===== src/rtl/cpfr_pkg.sv =====
// shared types and constants for the complex polynomial from roots core
package cpfr_pkg;

  localparam int ROOT_W  = 32;
  localparam int COEF_W  = 64;
  localparam int INDEX_W = 6;
  localparam int MUL_W   = 33;
  localparam int PROD_W  = 2 * MUL_W;
  localparam int ACC_W   = 100;
  localparam int FRAC_SH = 16;
  localparam int HALF_SH = 32;

  localparam logic signed [COEF_W-1:0] ONE_Q32  = 64'sh0000_0001_0000_0000;
  localparam logic signed [COEF_W-1:0] COEF_MAX = 64'sh7FFF_FFFF_FFFF_FFFF;
  localparam logic signed [COEF_W-1:0] COEF_MIN = 64'sh8000_0000_0000_0000;

  typedef struct packed {
    logic       init;
    logic       issue;
    logic [2:0] step;
  } mac_ctl_t;

endpackage


===== src/rtl/cpfr_mac.sv =====
// shared 33x33 multiplier with complex accumulators and output saturation
module cpfr_mac (
  input  logic                                 clk,
  input  logic                                 rst,
  input  cpfr_pkg::mac_ctl_t                   ctl,
  input  logic signed [cpfr_pkg::ROOT_W-1:0]   rr,
  input  logic signed [cpfr_pkg::ROOT_W-1:0]   ri,
  input  logic signed [cpfr_pkg::COEF_W-1:0]   pr,
  input  logic signed [cpfr_pkg::COEF_W-1:0]   pi,
  input  logic signed [cpfr_pkg::COEF_W-1:0]   cur_re,
  input  logic signed [cpfr_pkg::COEF_W-1:0]   cur_im,
  output logic signed [cpfr_pkg::COEF_W-1:0]   new_re,
  output logic signed [cpfr_pkg::COEF_W-1:0]   new_im,
  output logic                                 sat
);

  localparam int ACC_W = cpfr_pkg::ACC_W;
  localparam int TOP_LO = cpfr_pkg::FRAC_SH + cpfr_pkg::COEF_W - 1;

  logic signed [ACC_W-1:0]              acc_re;
  logic signed [ACC_W-1:0]              acc_im;
  logic signed [cpfr_pkg::PROD_W-1:0]   prod;
  logic                                 tag_valid;
  logic                                 tag_neg;
  logic                                 tag_hi;
  logic                                 tag_im;

  logic signed [cpfr_pkg::ROOT_W-1:0]   op_a;
  logic signed [cpfr_pkg::COEF_W-1:0]   op_x;
  logic signed [cpfr_pkg::MUL_W-1:0]    mul_a;
  logic signed [cpfr_pkg::MUL_W-1:0]    mul_b;
  logic signed [ACC_W-1:0]              term;
  logic signed [ACC_W-1:0]              acc_sel;
  logic signed [ACC_W-1:0]              acc_sum;
  logic                                 fit_re;
  logic                                 fit_im;

  // step order: -rr*pr, +ri*pi into re; -rr*pi, -ri*pr into im; low half then high half
  always_comb begin
    op_a  = ctl.step[1] ? ri : rr;
    op_x  = (ctl.step[1] ^ ctl.step[2]) ? pi : pr;
    mul_a = {op_a[cpfr_pkg::ROOT_W-1], op_a};
    if (ctl.step[0]) begin
      mul_b = {op_x[cpfr_pkg::COEF_W-1], op_x[cpfr_pkg::COEF_W-1:cpfr_pkg::HALF_SH]};
    end else begin
      mul_b = {1'b0, op_x[cpfr_pkg::HALF_SH-1:0]};
    end
  end

  always_comb begin
    term = ACC_W'(prod);
    if (tag_hi) begin
      term = term <<< cpfr_pkg::HALF_SH;
    end
    acc_sel = tag_im ? acc_im : acc_re;
    acc_sum = tag_neg ? acc_sel - term : acc_sel + term;
  end

  always_ff @(posedge clk) begin
    if (ctl.issue) begin
      prod    <= mul_a * mul_b;
      tag_neg <= !(!ctl.step[2] && ctl.step[1]);
      tag_hi  <= ctl.step[0];
      tag_im  <= ctl.step[2];
    end
    if (ctl.init) begin
      acc_re <= ACC_W'(cur_re) <<< cpfr_pkg::FRAC_SH;
      acc_im <= ACC_W'(cur_im) <<< cpfr_pkg::FRAC_SH;
    end else if (tag_valid) begin
      if (tag_im) begin
        acc_im <= acc_sum;
      end else begin
        acc_re <= acc_sum;
      end
    end
  end

  always_ff @(posedge clk) begin
    if (rst) begin
      tag_valid <= 1'b0;
    end else begin
      tag_valid <= ctl.issue && !ctl.init;
    end
  end

  // shift right by 16 then clip to 64 bits
  always_comb begin
    fit_re = (&acc_re[ACC_W-1:TOP_LO]) || !(|acc_re[ACC_W-1:TOP_LO]);
    fit_im = (&acc_im[ACC_W-1:TOP_LO]) || !(|acc_im[ACC_W-1:TOP_LO]);
    if (fit_re) begin
      new_re = acc_re[TOP_LO:cpfr_pkg::FRAC_SH];
    end else begin
      new_re = acc_re[ACC_W-1] ? cpfr_pkg::COEF_MIN : cpfr_pkg::COEF_MAX;
    end
    if (fit_im) begin
      new_im = acc_im[TOP_LO:cpfr_pkg::FRAC_SH];
    end else begin
      new_im = acc_im[ACC_W-1] ? cpfr_pkg::COEF_MIN : cpfr_pkg::COEF_MAX;
    end
    sat = !fit_re || !fit_im;
  end

endmodule


===== config.mk =====
export PLATFORM = sky130hd
export DESIGN_NAME = cpfr_mac
export DESIGN_NICKNAME = d
export VERILOG_FILES = /design/src/rtl/cpfr_pkg.sv /design/src/rtl/cpfr_mac.sv
export SDC_FILE = /design/constraint.sdc
export NUM_CORES = 2
export LEC_CHECK = 0
export BUFFER_PORTS_ARGS = -buffer_cell sky130_fd_sc_hd__buf_2
export CAP_MARGIN = 20
export CORE_MARGIN = 8
export CORE_UTILIZATION = 65
export CTS_BUF_LIST = sky130_fd_sc_hd__clkbuf_8
export CTS_CLUSTER_DIAMETER = 30
export DETAILED_ROUTE_END_ITERATION = 7
export HOLD_SLACK_MARGIN = 0.1
export PLACE_DENSITY_LB_ADDON = 0.15
export SYNTH_ARGS = -nofsm -noshare
export SYNTH_HDL_FRONTEND = slang
export SYNTH_SLANG_ARGS = --single-unit

===== constraint.sdc =====
create_clock -name clk -period 30.6 [get_ports clk]
set_clock_uncertainty 0.05 [all_clocks]
set_input_delay 1.53 -clock clk [delete_from_list [all_inputs] [get_ports clk]]
set_output_delay 1.53 -clock clk [all_outputs]
set_load 0.01 [all_outputs]

# After elaboration in Yosys (flattened, before gate mapping)
# Cells that the tools add are included.
# word_totals
register_bits	269
latchBits	0
ramBits	0
rom_bits	0
output_inout_bits	129
mem_count	0
# classes
addsub	2
mul	1
div	0
order_cmp	0
n_eq_ne	1
shifts	0
muxes	16
bitwise	2
reduce_logical	22
# op_table
op	count
100-bit 2-to-1 mux	8
64-bit 2-to-1 mux	5
100-bit by 97-bit adder with 100-bit output	1
100-bit by 97-bit subtractor with 100-bit output	1
96-bit 2-to-1 mux	1
32-bit by 33-bit multiplier with 65-bit output	1
21-bit AND reduction	2
21-bit OR reduction	2
33-bit 2-to-1 mux	1
32-bit 2-to-1 mux	1
2-bit AND reduction	4
1-bit logical NOT	7
2-bit nonzero test	2
1-bit logical OR	3
1-bit logical AND	2
2-bit inequality test (second input constant)	1
1-bit inverter	1
1-bit XOR	1

# Logic depth before layout (Yosys ltp)
# depth
depth_word	6
mapped_depth	38
ltp_nobuf	34

# Least setup slack after synthesis
# OpenSTA, ideal clock, no wires.
# synth_path
path_type	input-to-reg
startpoint	input ctl[2] (netlist name)
endpoint	register prod[59] (netlist name) (data pin)
setup_time_ps	260
arrival_ps	10393
slack_ps	19898
cell_stages	34
cell_sequence	inv_1 -> ha_1 -> clkbuf_1 -> buf_1 -> clkbuf_1 -> mux2i_1 -> nand2_1 -> o21ai_1 -> clkbuf_1 -> nor2_1 -> fa_1 -> fa_1 -> inv_1 -> fa_1 -> fa_1 -> inv_1 -> fa_1 -> fa_1 -> inv_1 -> fa_1 -> fa_1 -> inv_1 -> ha_1 -> a21o_1 -> a21o_1 -> a21oi_1 -> o21ai_0 -> o311ai_0 -> a31oi_1 -> a21oi_1 -> o22ai_1 -> nand2b_1 -> a21boi_1 -> xnor2_1
# synth_between
elab_chain_len	4
# synth_rtl
item	line_no	source
from (decl)	cpfr_mac.sv:5	input cpfr_pkg::mac_ctl_t ctl,
1-bit XOR	cpfr_mac.sv:41	op_x = (ctl.step[1] ^ ctl.step[2]) ? pi : pr;
64-bit 2-to-1 mux	cpfr_mac.sv:41	
33-bit 2-to-1 mux	cpfr_mac.sv:43	if (ctl.step[0]) begin
32-bit by 33-bit multiplier with 65-bit output	cpfr_mac.sv:61	prod <= mul_a * mul_b;
to (signal assigned)	cpfr_mac.sv:61	
to (decl)	cpfr_mac.sv:22	logic signed [cpfr_pkg::PROD_W-1:0] prod;
# No other way between the ends.
# A chain may end at the register's enable or synchronous reset.

# Final worst setup path
# layout_path
startpoint	input ctl[1] (netlist name)
endpoint	register, netlist name prod[64]
# layout_between
elab_chain_len	4
word_cells_on_any_way	5
classes_between	mul (1); mux (3); bitwise (1)
# layout_rtl
item	line_no
1-bit XOR	cpfr_mac.sv:41
64-bit 2-to-1 mux	cpfr_mac.sv:41
33-bit 2-to-1 mux	cpfr_mac.sv:43
32-bit by 33-bit multiplier with 65-bit output *	cpfr_mac.sv:61
# Every way passes the cells marked *; elsewhere a longest branch is shown, timed or not.

==> metrics <==
max cap viols 0; EDFF count, synth 236; Total Wirelength 209000 um; Final Hold Fails 0; worst path bufs/invs 7; vias in the first global route 54180; main combinational cell family by area after synthesis adder cells; I/O pin cnt 456; XOR/XNOR share of the synthesized area 0.0350; Vias per Instance 6.32; GRT overflow 0; global-route wire length before repair 316000 um; Crit path max-delay family adder cells; H-tree levels 2; Clock Sinks 269; Iteration-0 DRC Markers 5608; compound-cell area share of the yosys netlist 0.129; CP Class input port to register; DRC 0; fillers 7434; fmax 0.0857 GHz; cts-stage hold buffer count 0; Simple-Gate Fraction of Synth Area 0.139; highest-delay cell along the critical path o21a_1; clk slew on worst S/H paths 0.07 ns; WL/cell 25.4 um; commonest non-fill, non-tap cell in the layout inv_1; storage element area 7750 um2; cell count after synthesis 6825; die area 102000 um2; Initial Util 0.654; Post-DRT Antenna Nets 0; port bufs 455; status finished clean; Synth Area per Inst 8.77 um2; Max Slew Vio Count 0; period utilization 0.381; setup violators final 0; Synth area leader fa_1; HP Class register to register; gr usage total 0.402; initial antenna violation count 7; FF+latch count, synth 269; M1 GR Usage 0.488; top cell type's share of synthesized area 0.372; PostCTS Resize Cnt 0; routability cong. 1.01; Max FO, Critical Path 62; startpoint types input port; Slew @ Worst Pin 1.26 ns; CP most frequent cell fa_1; DP HPWL 163000 um; fraction of registers with async set/reset 0; Post CTS Setup Buffer Count 0; unrepaired setup endpoints after global routing no; CP endpoint kind register; layout cell share with drive strength beyond 1 0.111; register area share after synthesis 0.129; post-synthesis net count 8552; TritonCTS Buffers 39; DR vias 52030; adder-cell share of the synthesized area 0.432; First-pass DRT Iterations 8; Critical Path RT 30.89 ns; core area 91500 um2; unique cell type count in the Yosys netlist 106; Clock Path Buffers 3; setup_tns 0 ns; Most used DFF post-synth edfxtp_1; clk_lat worst skew 0.60 ns; largest net degree at the start of global routing 88; # nets final 8750; Rel. slew slack 0.161; Final Critical Period 11.67 ns; largest cells by area after synthesis fa_1 (37%), edfxtp_1 (12%), inv_1 (7.5%), ha_1 (6.0%), nand2_1 (4.9%); Syn-to-layout area delta 6.55%; CTS tree built; most frequent cells in the layout inv_1 (1204), fa_1 (1113), nand2_1 (788); Ys Warns 0; Root Buffer clkbuf_8; Global Route met3 Usage 0.129; Global Route met2 Usage 0.634; Die Width 320 um; row count 111; Arr. time, crit path 11.96 ns; area occupied by multi-input gates 46200 um2; GR peak layer met2; Post-Syn Area 59900 um2; Die Y 320 um; mux cell area share after synthesis 0.0335; Critical Path Max Stage Delay 0.97 ns
## routing by layer
metal,up-vias,share of wire
met5,-,0.00039
met4,8,0.073
met3,893,0.13
met2,3729,0.44
met1,25186,0.35
li1,22214,-
## tightest hold or removal path, delay by kind of cell, from the launching register on
| family | cells | cell delay, ns |
|---|---|---|
| compound gates | 1 | 0.06 |
| flops | 1 | 0.34 |
| simple gates | 1 | 0.05 |
## cells in the mapped netlist, drive strengths merged, types with 19 or more instances
| cell | number |
|---|---|
| inv | 1199 |
| fa | 1113 |
| nand2 | 788 |
| nor2 | 739 |
| a21oi | 405 |
| clkbuf | 346 |
| ha | 287 |
| o21ai | 248 |
| edfxtp | 236 |
| a22o | 147 |
| xnor2 | 127 |
| xor2 | 112 |
| a21o | 106 |
| mux2 | 99 |
| mux2i | 89 |
| nand4 | 72 |
| nor3 | 62 |
| o21a | 58 |
| nand3 | 52 |
| buf | 51 |
| nor2b | 37 |
| a31oi | 35 |
| dfxtp | 33 |
| nand2b | 29 |
| nor4 | 29 |
| o21bai | 27 |
| and3 | 26 |
| o211ai | 22 |
| or3 | 19 |
## sequential cells by signal, indices dropped and copies added, names as in the netlist
name and flops:
tag_hi 1, tag_im 1, prod 65, acc_re 100, acc_im 100, tag_neg 1, tag_valid 1
## metrics by stage
step	area [um2]	util	setup WS, ns	hold slack, ns	cells
2_1_floorplan	59900	-	19.90	0.374	6825
3_3_place_gp	63000	0.688	18.67	0.385	8166
3_5_place_dp	63000	0.688	18.43	0.403	8166
4_1_cts	63800	0.697	19.10	0.419	8232
5_1_grt	63800	0.697	18.57	0.437	8237
6_report	63800	0.697	18.93	0.422	8238
## layout make-up
cell class              instances  share of cell area
inverters                    1200              0.0706
diodes                          4            0.000157
flip-flops and latches        269               0.121
clock inverters                25             0.00306
well taps                    1186              0.0233
multi-input cells            4958               0.725
repair buffers                555              0.0480
clock buffers                  41             0.00884
## path summary, 6_finish.rpt
| path | from | to | slack (ns) | cells past startpoint |
|---|---|---|---|---|
| min reg2reg | acc_re[0] | acc_re[0] | 0.42 | 2 |
| min | acc_re[0] | acc_re[0] | 0.42 | 2 |
| max reg2reg | tag_hi | acc_im[98] | 22.22 | 23 |
| max | ctl[1] | prod[64] | 18.93 | 32 |
## kinds of logic after synthesis
kind of cell | count (synthesis)
compound gates | 1201
buf+inv | 1598
xor+xnor | 239
simple gates | 1930
mux | 188
flops | 269
fa+ha+maj | 1400
Power is not shown: default switching activity piles up to over one toggle a cycle in this logic, so the estimate is an artifact.
